--- src/fcd_pkg.sv ---
package fcd_pkg;

	localparam int MAX_PIXELS_DEF = 65536;

	localparam int PIX_W   = 8;
	localparam int SIDE_W  = 9;
	localparam int THR_W   = 8;
	localparam int PCT_W   = 7;
	localparam int AREA_W  = 17;
	localparam int COUNT_W = 17;
	localparam int FRAME_W = 24;
	localparam int PROD_W  = 24;

	localparam int APB_AW = 4;
	localparam int APB_DW = 32;

	localparam int OUT_DEPTH = 4;
	localparam int LEVEL_W   = $clog2(OUT_DEPTH + 1);
	localparam int PTR_W     = $clog2(OUT_DEPTH);

	localparam logic [SIDE_W-1:0] SIDE_MAX      = 9'd256;
	localparam logic [SIDE_W-1:0] ROI_WIDTH_RST = 9'd256;
	localparam logic [SIDE_W-1:0] ROI_HEIGHT_RST = 9'd256;
	localparam logic [THR_W-1:0]  THRESHOLD_RST = 8'd30;
	localparam logic [PCT_W-1:0]  PERCENT_RST   = 7'd1;

	typedef enum logic [1:0] {
		REG_ROI_WIDTH,
		REG_ROI_HEIGHT,
		REG_DIFF_THRESHOLD,
		REG_MIN_CHANGED_PERCENT
	} reg_idx_t;

	typedef struct packed {
		logic [AREA_W-1:0] area;
		logic [THR_W-1:0]  diff_threshold;
		logic [PROD_W-1:0] pct_area;
	} cfg_t;

	typedef struct packed {
		logic               frame_changed;
		logic [COUNT_W-1:0] changed_pixels;
		logic [FRAME_W-1:0] frame_index;
	} result_t;

endpackage

--- src/fcd_result_if.sv ---
interface fcd_result_if import fcd_pkg::*; ();
	logic               valid;
	logic               ready;
	logic               frame_changed;
	logic [COUNT_W-1:0] changed_pixels;
	logic [FRAME_W-1:0] frame_index;

	modport source (output valid, output frame_changed, output changed_pixels,
		output frame_index, input ready);
	modport sink (input valid, input frame_changed, input changed_pixels,
		input frame_index, output ready);
endinterface

--- src/fcd_out_buf.sv ---
module fcd_out_buf import fcd_pkg::*; (
	input  logic               clk,
	input  logic               arst_n,
	input  logic               push,
	input  result_t            din,
	fcd_result_if.source       result,
	output logic [LEVEL_W-1:0] level
);
	result_t            fifo_q [OUT_DEPTH];
	logic [PTR_W-1:0]   head_q;
	logic [PTR_W-1:0]   tail_q;
	logic [LEVEL_W-1:0] level_q;
	logic               pop;
	result_t            head_item;

	assign level = level_q;
	assign result.valid = (level_q != '0);
	assign pop = result.valid && result.ready;
	assign head_item = fifo_q[head_q];
	assign result.frame_changed = head_item.frame_changed;
	assign result.changed_pixels = head_item.changed_pixels;
	assign result.frame_index = head_item.frame_index;

	always_ff @(posedge clk) begin
		if (push) begin
			fifo_q[tail_q] <= din;
		end
	end

	always_ff @(posedge clk or negedge arst_n) begin
		if (!arst_n) begin
			head_q <= '0;
			tail_q <= '0;
			level_q <= '0;
		end else begin
			if (push) begin
				tail_q <= tail_q + PTR_W'(1);
			end
			if (pop) begin
				head_q <= head_q + PTR_W'(1);
			end
			level_q <= level_q + LEVEL_W'(push) - LEVEL_W'(pop);
		end
	end

	a_no_overflow: assert property (@(posedge clk) disable iff (!arst_n)
		push && level_q == LEVEL_W'(OUT_DEPTH) |-> pop)
		else $error("result buffer overflow");
endmodule

--- src/flat_wrapper.sv ---
// flat-port wrapper written by rule: the top's interface ports become plain ports
module fcd_out_buf_flat import fcd_pkg::*;
  (clk, arst_n, push, din, level, result_valid, result_frame_changed, result_changed_pixels, result_frame_index, result_ready);
  fcd_result_if result_i ();
  input  logic clk;
  input  logic arst_n;
  input  logic push;
  input  result_t din;
  output logic [LEVEL_W-1:0] level;
  output wire logic [$bits(result_i.valid)-1:0] result_valid;
  output wire logic [$bits(result_i.frame_changed)-1:0] result_frame_changed;
  output wire logic [$bits(result_i.changed_pixels)-1:0] result_changed_pixels;
  output wire logic [$bits(result_i.frame_index)-1:0] result_frame_index;
  input wire logic [$bits(result_i.ready)-1:0] result_ready;
  assign result_valid = result_i.valid;
  assign result_frame_changed = result_i.frame_changed;
  assign result_changed_pixels = result_i.changed_pixels;
  assign result_frame_index = result_i.frame_index;
  assign result_i.ready = result_ready;
  fcd_out_buf u_core (.clk(clk), .arst_n(arst_n), .push(push), .din(din), .result(result_i), .level(level));
endmodule
--- config.mk ---
export PLATFORM = sky130hd
export DESIGN_NAME = fcd_out_buf_flat
export DESIGN_NICKNAME = d
export VERILOG_FILES = /design/src/fcd_pkg.sv /design/src/fcd_result_if.sv /design/src/fcd_out_buf.sv /design/src/flat_wrapper.sv
export SDC_FILE = /design/constraint.sdc
export NUM_CORES = 1
export LEC_CHECK = 0
export BUFFER_PORTS_ARGS = -buffer_cell sky130_fd_sc_hd__buf_4
export CAP_MARGIN = 15
export CORE_ASPECT_RATIO = 0.6
export CORE_MARGIN = 1.5
export CORE_UTILIZATION = 55
export CTS_BUF_LIST = sky130_fd_sc_hd__clkbuf_16
export DETAILED_ROUTE_END_ITERATION = 12
export PLACE_DENSITY = 0.76
export SLEW_MARGIN = 5
export SYNTH_ARGS = -nofsm -noshare
export SYNTH_HDL_FRONTEND = slang
export SYNTH_SLANG_ARGS = --single-unit
--- constraint.sdc ---
create_clock -name clk -period 4.5 [get_ports clk]
set_clock_uncertainty 0.15 [all_clocks]
set_input_delay 0.45 -clock clk [delete_from_list [all_inputs] [get_ports clk]]
set_output_delay 0.45 -clock clk [all_outputs]
set_load 0.005 [all_outputs]
After elaboration in Yosys (flattened, before gate mapping):

Memory sizes are Yosys's and may differ from the RTL's.
Cells that the tools add are included.

* reduce and logical (&&, ||, !) cells: 2
* eq/ne operators: 0
* bitwise logic cells: 0
* multiplexer cells: 2
* $mul: 0
* $lt $le $gt $ge: 0
* div/mod/pow operators: 0
* shift operators: 0
* add/subtract/negate cells: 4

Operators by type and width (number)
* $add A2 B1 Y2 const B: 2
* $add A3 B1 Y3: 1
* $reduce_bool A3 Y1: 1
* $sub A3 B1 Y3: 1
* $mux W1: 2
* $logic_and A1 B1 Y1: 1

* register bits after elaboration: 7
* memories: 1
* bits of input ports: 46
* bits in read-only memories: 0
* bits in latches: 0
* memory bits (writable): 168
* output and inout port bits: 46

Memory list
* u_core.fifo_q: words 4, width 42, read ports 1, clocked after Yosys merged registers in 0, write ports 1, RTL line fcd_out_buf.sv:9 `result_t fifo_q [OUT_DEPTH];`

Logic depth before layout (Yosys ltp):

* word-level depth: 3
* mapped depth: 7
* mapped depth without buffers: 7

Least setup slack after synthesis:

Ideal clock, no wire load.

* path type: register to register
* start point: reg u_core.tail_q[0]
* end point: mem u_core.fifo_q[0][0] (netlist bit) (enable)
* arrival: 1.634 ns
* library setup time: 0.403 ns
* stages on the path, launching flop included: 4
* slack: 2.313 ns
* period minus slack after synthesis: 2.187 ns
* required time: 3.947 ns
* path through: dfrtp_1 inv_1 ha_1 and2_1

RTL lines
* from (decl): RTL line fcd_out_buf.sv:11 `logic [PTR_W-1:0] tail_q;`
* from (signal assigned): RTL line fcd_out_buf.sv:37 `tail_q <= tail_q + PTR_W'(1);`
* to (decl): RTL line fcd_out_buf.sv:9

No word-level cell before the write port.

Final worst setup path:

* start point: reg u_core.head_q[0]
* end point: out result_frame_index[2]

* longest elaborated chain between the ends: 1

Ends and longest elaborated chain
* from (decl): RTL line fcd_out_buf.sv:10 `logic [PTR_W-1:0] head_q;`
* from (signal assigned): RTL line fcd_out_buf.sv:40 `head_q <= head_q + PTR_W'(1);`
* $mem_v2 Z4 W42
* to (decl): RTL line flat_wrapper.sv:13 `output wire logic [$bits(result_i.frame_index)-1:0] result_frame_index;`

No other way between the ends.

==> results.sh <==
export IMPL_die_w_um=143.5
export IMPL_rsz0062_at_grt="false"
export IMPL_boundaryPins=92
export IMPL_rows=30
export IMPL_synth_top_cell_area_share=0.7742
export IMPL_wl_per_cell_um=20.93
export IMPL_final_seq_area_um2=5223
export IMPL_drive_gt1_frac=0.4597
export IMPL_cts_tree="done"
export IMPL_rr_endpoint="u_core.level[2]"
export IMPL_ys_seq_area_frac=0.8011
export IMPL_synth_seq_cells=175
export IMPL_syn_area_um2=6516
export IMPL_final_cell_mix="168 x edfxtp_1, 93 x buf_4, 38 x mux4_2"
export IMPL_slew_violations=0
export IMPL_die_h_um=87.32
export IMPL_layout_commonest_cell="edfxtp_1"
export IMPL_cts_sinks=175
export IMPL_min_to="u_core.fifo_q[2][28]"
export IMPL_finalSetupViolCount=0
export IMPL_finalSetupTns_ns=0
export IMPL_fin_crit_ns=2.933
export IMPL_grt_total_usage=0.1964
export IMPL_synth_nets=307
export IMPL_p_int_uw=3842
export IMPL_path_cells="buf_4 > mux4_1 > buf_4"
export IMPL_multi_input_area_um2=1162
export IMPL_switching_share=0.2686
export IMPL_synthCells=254
export IMPL_cp_end_kind="output port"
export IMPL_die_area_um2=12530
export IMPL_core_um2=11410
export IMPL_switching_power_uw=1411
export IMPL_hold_path_class="in2reg"
export IMPL_whs_ns=0.07784
export IMPL_area_growth_pct=22.48
export IMPL_powerDensity_nw_per_um2=658.1
export IMPL_seqPwrFrac=0.447
export IMPL_fmax_mhz=340.9
export IMPL_postRouteWirelength_um=11140
export IMPL_antennaDiodeCount=0
export IMPL_drt_iter0_drc=144
export IMPL_crit_path_start_kind="register"
export IMPL_criticalPathCategory="reg2out"
export IMPL_fin_crit_sh=0.6518
export IMPL_critPathTopFamily="flip-flops"
export IMPL_io_buffers=91
export IMPL_cts_root_buffer="clkbuf_16"
export IMPL_first_pass_iters=4
export IMPL_clockPowerShare=0.293
export IMPL_cts_setup_buffers=0
export IMPL_worst_r2r_setup_slack_ns=2.28
export IMPL_whs_path_depth=1
export IMPL_crit_slowest_cell="dfrtp_2"
export IMPL_antenna_found_initial=0
export IMPL_worstSkewPairLatency_ns=0.41
export IMPL_ir_worst_vdd_mv=0.3312
export IMPL_grt_pass1_wl_um=17190
export IMPL_vias=2878
export IMPL_initial_core_util=0.5711
export IMPL_grt_pass1_vias=3121
export IMPL_nNetsFinal=412
export IMPL_hold_violations=0
export IMPL_tightestPinTransition_ns=1.123
export IMPL_ys_warn_count=0
export IMPL_cpPeakStageDelay_ns=0.71
export IMPL_via_per_inst=5.410
export IMPL_hold_start="din[28]"
export IMPL_grt_max_degree=44
export IMPL_overflow=0
export IMPL_cts_buffers=17
export IMPL_maxCapViolCount=0
export IMPL_gp_congestion=0.7233
export IMPL_nFillCells=732
export IMPL_place_hpwl_um=6426
export IMPL_status="complete, no violations"
export IMPL_path_buf_inv=2
export IMPL_htreeDepth=4
export IMPL_r2r_cells=7
export IMPL_clk_path_buf_depth=2
export IMPL_ys_types=18
export IMPL_drc_errors=0
export IMPL_synth_area_leaders="edfxtp_1 77%, mux4_2 13%, dfrtp_1 2.7%, mux4_1 1.6%, buf_12 1.2%"
export IMPL_synth_top_cell_by_area="edfxtp_1"
export IMPL_clk_pin_slew_ns=0.07
export IMPL_cp_arrival_ns=2.33
export IMPL_reg2reg_from="u_core.level[1]"
export IMPL_crit_required_ns=3.90
export IMPL_combPwrFrac=0.260
export IMPL_slew_headroom=0.2514
export IMPL_crit_path_max_fanout=16
export IMPL_ant_nets=0
export IMPL_avgSynthCellArea_um2=25.65
export IMPL_leakage_uw=0.002795
export IMPL_crit_top_cell="buf_4"
cell usage after synthesis:
cell	n
and2_1	4
xor2_1	2
fa_1	1
buf_6	1
edfxtp_1	168
o21ai_0	1
buf_2	5
ha_1	6
or3_1	1
dfrtp_1	7
mux4_2	38
nand2_1	1
xnor2_1	3
inv_1	6
o31a_1	1
buf_12	4
o311ai_0	1
mux4_1	4
stage by stage:
| step | utilization | std cells | cell area [µm²] | power [µW] | setup slack [ns] |
|---|---|---|---|---|---|
| floorplan | - | 254 | 6516 | 3163 | 2.313 |
| global placement | 0.6402 | 497 | 7306 | 3719 | 1.945 |
| detailed placement | 0.6402 | 497 | 7306 | 3759 | 1.951 |
| CTS | 0.6959 | 530 | 7941 | 5306 | 1.497 |
| global route | 0.6995 | 532 | 7981 | 5505 | 1.401 |
| finish | 0.6995 | 532 | 7981 | 5253 | 1.567 |
worst reg2reg max path: cells and delay by family (launching register included):
kind / cells / cell delay, ns
adder cells (fa/ha/maj): 3 / 0.86
flip-flops: 1 / 0.42
AO/OA/AOI/OAI: 1 / 0.35
buffers and inverters: 1 / 0.04
XOR/XNOR: 2 / 0.33
routing by layer:
| metal | track usage | wire (µm) |
|---|---|---|
| met3 | 0.05772 | 592 |
| met5 | 0 | 0 |
| met2 | 0.3064 | 5450 |
| met1 | 0.2695 | 4977 |
| met4 | 0.06957 | 116 |
cells by family after synthesis:
kind of cell,Yosys count,synth area share
flip-flops,175,0.8011
multiplexers,42,0.1475
buffers and inverters,16,0.02131
adder cells (fa/ha/maj),7,0.01459
AND/OR/NAND/NOR,6,0.005376
XOR/XNOR,5,0.006722
AO/OA/AOI/OAI,3,0.003456
power groups by stage:
| stage | logic, µW | clock network (µW) | registers (µW) |
|---|---|---|---|
| 3_3_place_gp | 1350 | 0 | 2370 |
| 5_1_grt | 1480 | 1630 | 2390 |
| 6_report | 1370 | 1540 | 2350 |
| 3_5_place_dp | 1370 | 0 | 2390 |
| 2_1_floorplan | 928 | 0 | 2240 |
| 4_1_cts | 1380 | 1570 | 2360 |
timing repair:
action,4_1_cts,5_1_grt
setup endpoints to repair,0,0
hold buffers,1,0
resized for setup,0,0
endpoints found under the hold margin,7,0
flip-flops by register name, summed over array words and instances (netlist names):
register / count
u_core.fifo_q: 168
u_core.head_q: 2
u_core.level: 3
u_core.tail_q: 2
how the worst max path moves through the flow:
stage	startpoint	slack, ns	end	depth (start not counted)
floorplan	u_core.tail_q[0]	2.31	u_core.fifo_q[0][0]	3
detailed placement	u_core.head_q[0]	1.95	result_frame_index[1]	3
finish	u_core.head_q[0]	1.57	result_frame_index[2]	3
CTS	u_core.head_q[0]	1.50	result_frame_index[2]	3
global placement	u_core.head_q[0]	1.94	result_frame_index[1]	3
global route	u_core.head_q[0]	1.40	result_frame_index[2]	3
final cells by class:
cell class	count	share of cell area
inverters	6	0.002822
repair buffers	96	0.09375
clock inverters	15	0.02508
well taps	160	0.02508
clock buffers	17	0.05330
multi-input cells	63	0.1456
flip-flops and latches	175	0.6543
(Power assumes the default switching activity.)
