## src/fcd_pkg.sv

```systemverilog
package fcd_pkg;

	localparam int MAX_PIXELS_DEF = 65536;

	localparam int PIX_W   = 8;
	localparam int SIDE_W  = 9;
	localparam int THR_W   = 8;
	localparam int PCT_W   = 7;
	localparam int AREA_W  = 17;
	localparam int COUNT_W = 17;
	localparam int FRAME_W = 24;
	localparam int PROD_W  = 24;

	localparam int APB_AW = 4;
	localparam int APB_DW = 32;

	localparam int OUT_DEPTH = 4;
	localparam int LEVEL_W   = $clog2(OUT_DEPTH + 1);
	localparam int PTR_W     = $clog2(OUT_DEPTH);

	localparam logic [SIDE_W-1:0] SIDE_MAX      = 9'd256;
	localparam logic [SIDE_W-1:0] ROI_WIDTH_RST = 9'd256;
	localparam logic [SIDE_W-1:0] ROI_HEIGHT_RST = 9'd256;
	localparam logic [THR_W-1:0]  THRESHOLD_RST = 8'd30;
	localparam logic [PCT_W-1:0]  PERCENT_RST   = 7'd1;

	typedef enum logic [1:0] {
		REG_ROI_WIDTH,
		REG_ROI_HEIGHT,
		REG_DIFF_THRESHOLD,
		REG_MIN_CHANGED_PERCENT
	} reg_idx_t;

	typedef struct packed {
		logic [AREA_W-1:0] area;
		logic [THR_W-1:0]  diff_threshold;
		logic [PROD_W-1:0] pct_area;
	} cfg_t;

	typedef struct packed {
		logic               frame_changed;
		logic [COUNT_W-1:0] changed_pixels;
		logic [FRAME_W-1:0] frame_index;
	} result_t;

endpackage

```

## src/fcd_cfg.sv

```systemverilog
module fcd_cfg import fcd_pkg::*; #(
	parameter int MAX_PIXELS = MAX_PIXELS_DEF
) (
	input  logic              clk,
	input  logic              arst_n,
	input  logic              psel,
	input  logic              penable,
	input  logic              pwrite,
	input  logic [APB_AW-1:0] paddr,
	input  logic [APB_DW-1:0] pwdata,
	output logic [APB_DW-1:0] prdata,
	output logic              pready,
	output cfg_t              cfg
);
	localparam logic [20:0] MAXP = 21'(MAX_PIXELS);

	logic [SIDE_W-1:0] roi_width_q;
	logic [SIDE_W-1:0] roi_height_q;
	logic [THR_W-1:0]  diff_threshold_q;
	logic [PCT_W-1:0]  min_changed_percent_q;
	logic [PROD_W-1:0] pct_area_q;

	logic              wr;
	reg_idx_t          idx;
	logic [SIDE_W-1:0] w_c;
	logic [SIDE_W-1:0] h_c;
	logic [17:0]       prod;
	logic [AREA_W-1:0] area;

	assign pready = 1'b1;
	assign wr = psel && penable && pwrite;
	assign idx = reg_idx_t'(paddr[3:2]);

	always_ff @(posedge clk or negedge arst_n) begin
		if (!arst_n) begin
			roi_width_q <= ROI_WIDTH_RST;
			roi_height_q <= ROI_HEIGHT_RST;
			diff_threshold_q <= THRESHOLD_RST;
			min_changed_percent_q <= PERCENT_RST;
		end else if (wr) begin
			unique case (idx)
				REG_ROI_WIDTH: begin
					roi_width_q <= pwdata[SIDE_W-1:0];
				end
				REG_ROI_HEIGHT: begin
					roi_height_q <= pwdata[SIDE_W-1:0];
				end
				REG_DIFF_THRESHOLD: begin
					diff_threshold_q <= pwdata[THR_W-1:0];
				end
				REG_MIN_CHANGED_PERCENT: begin
					min_changed_percent_q <= pwdata[PCT_W-1:0];
				end
			endcase
		end
	end

	always_comb begin
		unique case (idx)
			REG_ROI_WIDTH:           prdata = APB_DW'(roi_width_q);
			REG_ROI_HEIGHT:          prdata = APB_DW'(roi_height_q);
			REG_DIFF_THRESHOLD:      prdata = APB_DW'(diff_threshold_q);
			REG_MIN_CHANGED_PERCENT: prdata = APB_DW'(min_changed_percent_q);
		endcase
	end

	// sides clamp to 1..256, area saturates at the buffer size
	always_comb begin
		w_c = (roi_width_q == '0) ? SIDE_W'(1) :
			(roi_width_q > SIDE_MAX) ? SIDE_MAX : roi_width_q;
		h_c = (roi_height_q == '0) ? SIDE_W'(1) :
			(roi_height_q > SIDE_MAX) ? SIDE_MAX : roi_height_q;
		prod = 18'(w_c) * 18'(h_c);
		area = (21'(prod) > MAXP) ? MAXP[AREA_W-1:0] : prod[AREA_W-1:0];
	end

	always_ff @(posedge clk) begin
		pct_area_q <= PROD_W'(min_changed_percent_q) * PROD_W'(area);
	end

	assign cfg.area = area;
	assign cfg.diff_threshold = diff_threshold_q;
	assign cfg.pct_area = pct_area_q;

	a_area_range: assert property (@(posedge clk) disable iff (!arst_n)
		cfg.area != '0 && 21'(cfg.area) <= MAXP)
		else $error("area out of range");
endmodule

```

## config.mk

```make
export PLATFORM = sky130hd
export DESIGN_NAME = fcd_cfg
export DESIGN_NICKNAME = d
export VERILOG_FILES = /design/src/fcd_pkg.sv /design/src/fcd_cfg.sv
export SDC_FILE = /design/constraint.sdc
export NUM_CORES = 1
export LEC_CHECK = 0
export BUFFER_PORTS_ARGS = -buffer_cell sky130_fd_sc_hd__clkbuf_2
export CORE_MARGIN = 2
export CORE_UTILIZATION = 66
export CTS_CLUSTER_SIZE = 12
export DETAILED_ROUTE_END_ITERATION = 10
export PLACE_DENSITY = 0.89
export SLEW_MARGIN = 20
export SYNTH_ARGS = -nofsm -noshare
export SYNTH_HDL_FRONTEND = slang
export SYNTH_SLANG_ARGS = --single-unit
export TNS_END_PERCENT = 10
```

## constraint.sdc

```tcl
create_clock -name clk -period 16.2 [get_ports clk]
set_input_delay 0.81 -clock clk [delete_from_list [all_inputs] [get_ports clk]]
set_output_delay 0.81 -clock clk [all_outputs]
set_load 0.01 [all_outputs]
```

### Word level (Yosys, flattened, before mapping)

Index checks and enable logic that the tools add are counted.

| operators by class | value |
|---|---|
| multiply operators | 2 |
| magnitude comparators | 3 |
| equality and inequality tests | 3 |
| muxes and demuxes | 6 |
| reductions and logical operators | 9 |

Operator list:

| operator | number |
|---|---|
| one-hot mux 32 bit (4 select lines) | 1 |
| two-way mux 9 bit | 4 |
| multiplier 7 x 17 -> 24 bit | 1 |
| greater-than comparator 18 x 17 -> 1 bit, second input constant | 1 |
| greater-than comparator 9 bit, second input constant | 2 |
| logical NOT 9 bit | 2 |
| multiplier 9 x 9 -> 18 bit | 1 |
| two-way mux 17 bit | 1 |
| AND reduction 2 bit | 4 |
| equality test 2 bit, second input constant | 2 |
| equality test 2 x 1 -> 1 bit, second input constant | 1 |
| logical AND 1 bit | 2 |
| logical NOT 2 bit | 1 |

| word-level totals | value |
|---|---|
| bits in registers | 57 |
| output and inout port bits | 82 |

### Depth between registers and ports, before layout

| depth | value |
|---|---|
| depth after elaboration | 7 |
| depth in mapped cells | 40 |
| gate-level depth less buffers | 37 |

### Worst setup path after synthesis

OpenSTA, ideal clock, no wires.

| timing | value |
|---|---|
| kind | register to register |
| start | reg roi_width_q[8] |
| end | reg pct_area_q[23] |
| library setup time | 116 ps |
| data arrival time | 9502 ps |
| setup slack | 6582 ps |
| stages on the path, launching flop included | 39 |
| buffers on the path | 5 |
| clock period less this slack | 9618 ps |
| cell sequence | dfstp_2 > clkbuf_1 > inv_1 > clkbuf_1 > nand2_1 > nor2_1 > fa_1 > inv_1 > fa_1 > inv_1 > fa_1 > inv_1 > fa_1 > inv_1 > ha_1 > a21o_1 > nand2_1 > nand3_1 > [... 3 more ...] > buf_6 > buf_6 > buf_2 > a21oi_1 > fa_1 > fa_1 > fa_1 > inv_1 > fa_1 > inv_1 > ha_1 > a21o_1 > a2111o_1 > a211oi_1 > o31a_1 > o2111ai_1 > a211o_1 > o211a_1 |

| on the way | value |
|---|---|
| word-level cells in the longest chain between the ends | 7 |
| elaborated cells on any way between the ends | 8 |
| those cells by class | mul: 2; order compare: 2; mux: 3; reduce/logical: 1 |

Ends and longest elaborated chain:

| what | RTL line | source |
|---|---|---|
| start: declaration | fcd_cfg.sv:17 | `logic [SIDE_W-1:0] roi_width_q;` |
| start signal: assignment | fcd_cfg.sv:43 | `roi_width_q <= pwdata[SIDE_W-1:0];` |
| greater-than comparator 9 bit | fcd_cfg.sv:70 | `(roi_width_q > SIDE_MAX) ? SIDE_MAX : roi_width_q;` |
| two-way mux 9 bit | fcd_cfg.sv:70 |  |
| two-way mux 9 bit * | fcd_cfg.sv:69 | `w_c = (roi_width_q == '0) ? SIDE_W'(1) :` |
| multiplier 9 x 9 -> 18 bit * | fcd_cfg.sv:73 | `prod = 18'(w_c) * 18'(h_c);` |
| greater-than comparator 18 x 17 -> 1 bit | fcd_cfg.sv:74 | `area = (21'(prod) > MAXP) ? MAXP[AREA_W-1:0] : prod[AREA_W-1:0];` |
| two-way mux 17 bit * | fcd_cfg.sv:74 |  |
| multiplier 7 x 17 -> 24 bit * | fcd_cfg.sv:78 | `pct_area_q <= PROD_W'(min_changed_percent_q) * PROD_W'(area);` |
| end signal: assignment | fcd_cfg.sv:78 |  |
| end: declaration | fcd_cfg.sv:21 | `logic [PROD_W-1:0] pct_area_q;` |

Every way passes the cells marked *; elsewhere a longest branch is shown, timed or not.
A chain may end at the register's enable or synchronous reset.

### Worst setup path after layout

| timing | value |
|---|---|
| start | reg roi_height_q[5] |
| end | reg pct_area_q[23] |

| on the way | value |
|---|---|
| word-level cells in the longest chain between the ends | 7 |
| elaborated cells on any way between the ends | 8 |
| those cells by class | mul: 2; order compare: 2; mux: 3; reduce/logical: 1 |

Ends and longest elaborated chain:

| what | RTL line | source |
|---|---|---|
| start: declaration | fcd_cfg.sv:18 | `logic [SIDE_W-1:0] roi_height_q;` |
| start signal: assignment | fcd_cfg.sv:46 | `roi_height_q <= pwdata[SIDE_W-1:0];` |
| greater-than comparator 9 bit | fcd_cfg.sv:72 | `(roi_height_q > SIDE_MAX) ? SIDE_MAX : roi_height_q;` |
| two-way mux 9 bit | fcd_cfg.sv:72 |  |
| two-way mux 9 bit * | fcd_cfg.sv:71 | `h_c = (roi_height_q == '0) ? SIDE_W'(1) :` |
| multiplier 9 x 9 -> 18 bit * | fcd_cfg.sv:73 |  |
| greater-than comparator 18 x 17 -> 1 bit | fcd_cfg.sv:74 |  |
| two-way mux 17 bit * | fcd_cfg.sv:74 |  |
| multiplier 7 x 17 -> 24 bit * | fcd_cfg.sv:78 |  |

Marks and branches as above.

==> PnR_summary.wiki <==
{| class="wikitable"
! Metric !! Value
|-
| Source of the worst register-to-register timing path || roi_height_q[5]$_DFFE_PN0P_
|-
| Clock tree from TritonCTS || done
|-
| Power density normalized to cell area || 236.4 mW/mm^2
|-
| DR pass1 iterations || 5
|-
| Leading cell types in the layout, fill and taps excluded || sky130_fd_sc_hd__inv_1 (167), sky130_fd_sc_hd__fa_1 (124), sky130_fd_sc_hd__a21oi_1 (97), sky130_fd_sc_hd__nand3_1 (97), sky130_fd_sc_hd__ha_1 (80)
|-
| Fraction of final layout cells sized beyond drive strength 1 || 0.1412
|-
| Last weighted congestion value of the routability-driven placer || around 0.94
|-
| Sw frac || 0.5519
|-
| Routed via count || between 8,000 and 9,000
|-
| Share of the clock period used by the worst path after layout || 0.7042
|-
| Leak || between 5 and 6 nW
|-
| TritonCTS buffer count || 9
|-
| Input/output buffers || 73
|-
| WHS Path Cells || 1
|-
| Highest-delay cell along the critical path || sky130_fd_sc_hd__and2_4
|-
| Crit path max fanout || around 110
|-
| Via count of the first global-routing pass || around 8,100
|-
| Critical path's largest stage delay || just under 1000 ps
|-
| Grt total ovfl || 0
|-
| Synthesis-to-finish area growth || 5.663%
|-
| Setup TNS after final layout || 0 ps
|-
| Clk_skew || between 10 and 15 ps
|-
| Placed wire-length estimate after detailed placement || ~18 mm
|-
| Synth Warn # || 0
|-
| Required time reported for the critical path endpoint || around 16,000 ps
|-
| Cell taking the most area after synthesis || sky130_fd_sc_hd__fa_1
|-
| Post-synthesis instance area || about 0.0096 mm^2
|-
| Number of endpoints failing setup at the final stage || 0
|-
| Async set-reset flop share out of synthesis || 0.5789
|-
| Routed len/inst || about 18 um
|-
| Nets || roughly 1,400
|-
| Maximum operating frequency || between 80 and 90 MHz
|-
| Post-detailed-routing wire length || 23.58 mm
|-
| Synth Register Bits || 57
|-
| Number of hold-slack violations in the final timing report || 0
|-
| Number of distinct standard cells referenced by the synthesized netlist || 63
|-
| Largest cells by area after synthesis || sky130_fd_sc_hd__fa_1 (26%), sky130_fd_sc_hd__ha_1 (10%), sky130_fd_sc_hd__dfrtp_1 (6.8%), sky130_fd_sc_hd__inv_1 (6.5%), sky130_fd_sc_hd__a21oi_1 (5.1%)
|-
| ANT cells || 0
|-
| Clock slew at reported path FFs || roughly 60 ps
|-
| Commonest register cell after synthesis || sky130_fd_sc_hd__dfrtp_1
|-
| Startpoint of the lowest-slack hold path || diff_threshold_q[0]$_DFFE_PN0P_
|-
| Most prevalent standard cell on the critical path || sky130_fd_sc_hd__fa_1
|-
| I/O pin count || 123
|-
| Fraction of post-synthesis cell area in the top cell type by area || 0.2583
|-
| Type of the setup path with the least slack || flip-flop to flip-flop
|-
| Time the final worst path needs with I/O delays and setup || roughly 11,000 ps
|-
| Arrival time worst endpoint || 11,640 ps
|-
| Hold bufs inserted after CTS || 0
|-
| Status || finished, final reports clean
|-
| Pin count of the biggest net entering global routing || between 100 and 150
|-
| Number of enable-type register cells in the synthesized netlist || 0
|-
| Number of sinks on the clock net || between 50 and 60
|-
| Buffers inserted by post-CTS timing repair || 0
|-
| Internal power || roughly 0.0011 W
|-
| Die Outline Area || roughly 0.016 mm^2
|-
| Root buffer selected by CTS || sky130_fd_sc_hd__clkbuf_16
|-
| Gates resized, CTS repair || 0
|-
| Post-route DRC || 0
|-
| Power after layout || roughly 0.0024 W
|-
| Post-DR vias/cell || approximately 6
|-
| Source-to-sink clock delay at the later pin of the worst-skew pair || approximately 350 ps
|-
| Critical Path End Type || flip-flop
|-
| Portion of total power attributed to combinational logic || 0.813
|-
| Terminating pin of the worst hold path || diff_threshold_q[0]$_DFFE_PN0P_
|-
| Startpoint kind of the worst setup timing path || flip-flop
|-
| Maximum clock insertion buffer count || 2
|-
| 1st-iter DRT viols || approximately 840
|-
| Endpoint of the lowest-slack register-to-register path || pct_area_q[23]$_DFF_P_
|-
| Count of mapped cells out of synthesis || ~1,100
|-
| Die Span Y || 124.7 um
|-
| Pin slew with the least headroom to its limit || 1071 ps
|-
| Initial antenna violation count || 0
|-
| Placeable core region || 0.01437 mm^2
|-
| Sequential power share || 0.109
|-
| Psw || about 0.0013 W
|-
| Width of the die || ~120 um
|-
| # Max-Cap Violations || 0
|-
| First-pass GRT wire length || slightly below 40 mm
|-
| CTS HTree Levels || 3
|-
| Worst hold path class || flip-flop to flip-flop
|-
| Smallest hold slack || 533.9 ps
|-
| Worst vdd ir || between 0.0003 and 0.0004 V
|-
| Final antenna-violating net count || 0
|-
| Initial core utilization || 0.6688
|-
| Share of the core filled with cells || 0.7067
|-
| Reg2reg setup slack || 4790 ps
|-
| Setup repair after global routing missed its margin || no
|-
| Part of the power in the clock network || 0.078
|-
| Number of standard-cell rows in the floorplan || between 40 and 50
|-
| Slew Limit Fails || 0
|-
| Worst slew margin relative to its limit || 0.2859
|-
| R2R depth || 33
|-
| Mean instance size in the synthesized netlist || 8.612 um^2
|-
| Share of the yosys chip area belonging to registers || 0.1368
|-
| Total GRT Usage || 0.3146
|-
| Most common library cell in the layout ignoring fill and taps || sky130_fd_sc_hd__inv_1
|}
-- Yosys cell counts (9+ instances only) --
| cell | count |
|---|---|
| sky130_fd_sc_hd__a21oi_1 | 97 |
| sky130_fd_sc_hd__nor3_1 | 10 |
| sky130_fd_sc_hd__o21ai_0 | 18 |
| sky130_fd_sc_hd__buf_4 | 24 |
| sky130_fd_sc_hd__nor2_1 | 59 |
| sky130_fd_sc_hd__fa_1 | 124 |
| sky130_fd_sc_hd__mux2_2 | 33 |
| sky130_fd_sc_hd__and2_1 | 19 |
| sky130_fd_sc_hd__clkbuf_1 | 36 |
| sky130_fd_sc_hd__a211oi_1 | 9 |
| sky130_fd_sc_hd__buf_1 | 11 |
| sky130_fd_sc_hd__nand2_1 | 69 |
| sky130_fd_sc_hd__buf_2 | 23 |
| sky130_fd_sc_hd__xnor2_1 | 13 |
| sky130_fd_sc_hd__a21o_1 | 34 |
| sky130_fd_sc_hd__inv_1 | 167 |
| sky130_fd_sc_hd__nor2b_1 | 17 |
| sky130_fd_sc_hd__ha_1 | 80 |
| sky130_fd_sc_hd__xor2_1 | 11 |
| sky130_fd_sc_hd__dfxtp_1 | 24 |
| sky130_fd_sc_hd__dfrtp_1 | 26 |
| sky130_fd_sc_hd__nand3_1 | 97 |
-- registers in the layout, summed over array words and instances (netlist names) --
register and cells:
min_changed_percent_q 7, diff_threshold_q 8, roi_height_q 9, pct_area_q 24
roi_width_q 9
-- per-layer routing --
metal	up-vias	global-route usage	wire length (um)
li1	3698	-	-
met1	3975	0.4140	9175
met2	380	0.5230	11740
met3	66	0.05026	1921
met4	0	0.1269	747
met5	-	0	0
-- critical path, delay by kind of cell, from the launching register on --
kind,cells,cell delay [ps]
AND/OR/NAND/NOR,7,2350
flip-flops,1,460
AO/OA/AOI/OAI,11,3270
adder cells (fa/ha/maj),10,4890
buffers and inverters,5,280
-- metrics by stage --
step	instances	instance area, um^2	setup WS, ps
floorplan	1138	9693	6582
global placement	1308	9876	5132
detailed placement	1308	9876	4959
CTS	1324	10150	4909
global route	1324	10150	4317
finish	1324	10150	4792
-- power groups by stage --
stage,combinational (W),clock (W),sequential (W)
after floorplan,0.00147,0,0.000240
after global placement,0.00186,0,0.000261
after detailed placement,0.00192,0,0.000263
after CTS,0.00195,0.000187,0.000260
after global routing,0.00222,0.000192,0.000267
final,0.00195,0.000187,0.000263
-- cell type report --
type	instances	area [um^2]
clock buffer	9	225.2
clock inverter	7	53.80
fill	1079	4214
inverter	167	626.9
multi-input combinational	818	7271
sequential	57	1315
tap	184	230.2
timing repair buffer	82	432.9
-- cells by family (layout without fill, tap and decap cells) --
kind of cell	count (synthesis)	after routing	synth area share
AND/OR/NAND/NOR	318	318	0.1651
adder cells (fa/ha/maj)	204	204	0.3625
buffers and inverters	263	265	0.1167
XOR/XNOR	25	25	0.02356
AO/OA/AOI/OAI	205	205	0.1375
multiplexers	42	42	0.05715
other	2	24	0.0007814
flip-flops	57	57	0.1368
-- worst max path at each step --
| stage | startpoint | endpoint | slack, ps | cells past startpoint |
|---|---|---|---|---|
| finish | roi_height_q[5]$_DFFE_PN0P_ | pct_area_q[23]$_DFF_P_ | 4790 | 33 |
| global route | roi_height_q[5]$_DFFE_PN0P_ | pct_area_q[23]$_DFF_P_ | 4320 | 33 |
| CTS | roi_height_q[5]$_DFFE_PN0P_ | pct_area_q[23]$_DFF_P_ | 4910 | 33 |
| detailed placement | roi_height_q[5]$_DFFE_PN0P_ | pct_area_q[23]$_DFF_P_ | 4960 | 33 |
| global placement | roi_height_q[5]$_DFFE_PN0P_ | pct_area_q[23]$_DFF_P_ | 5130 | 33 |
| floorplan | roi_width_q[8]$_DFFE_PN1P_ | pct_area_q[23]$_DFF_P_ | 6580 | 38 |
Note: power is estimated with default switching activity, not from simulation.
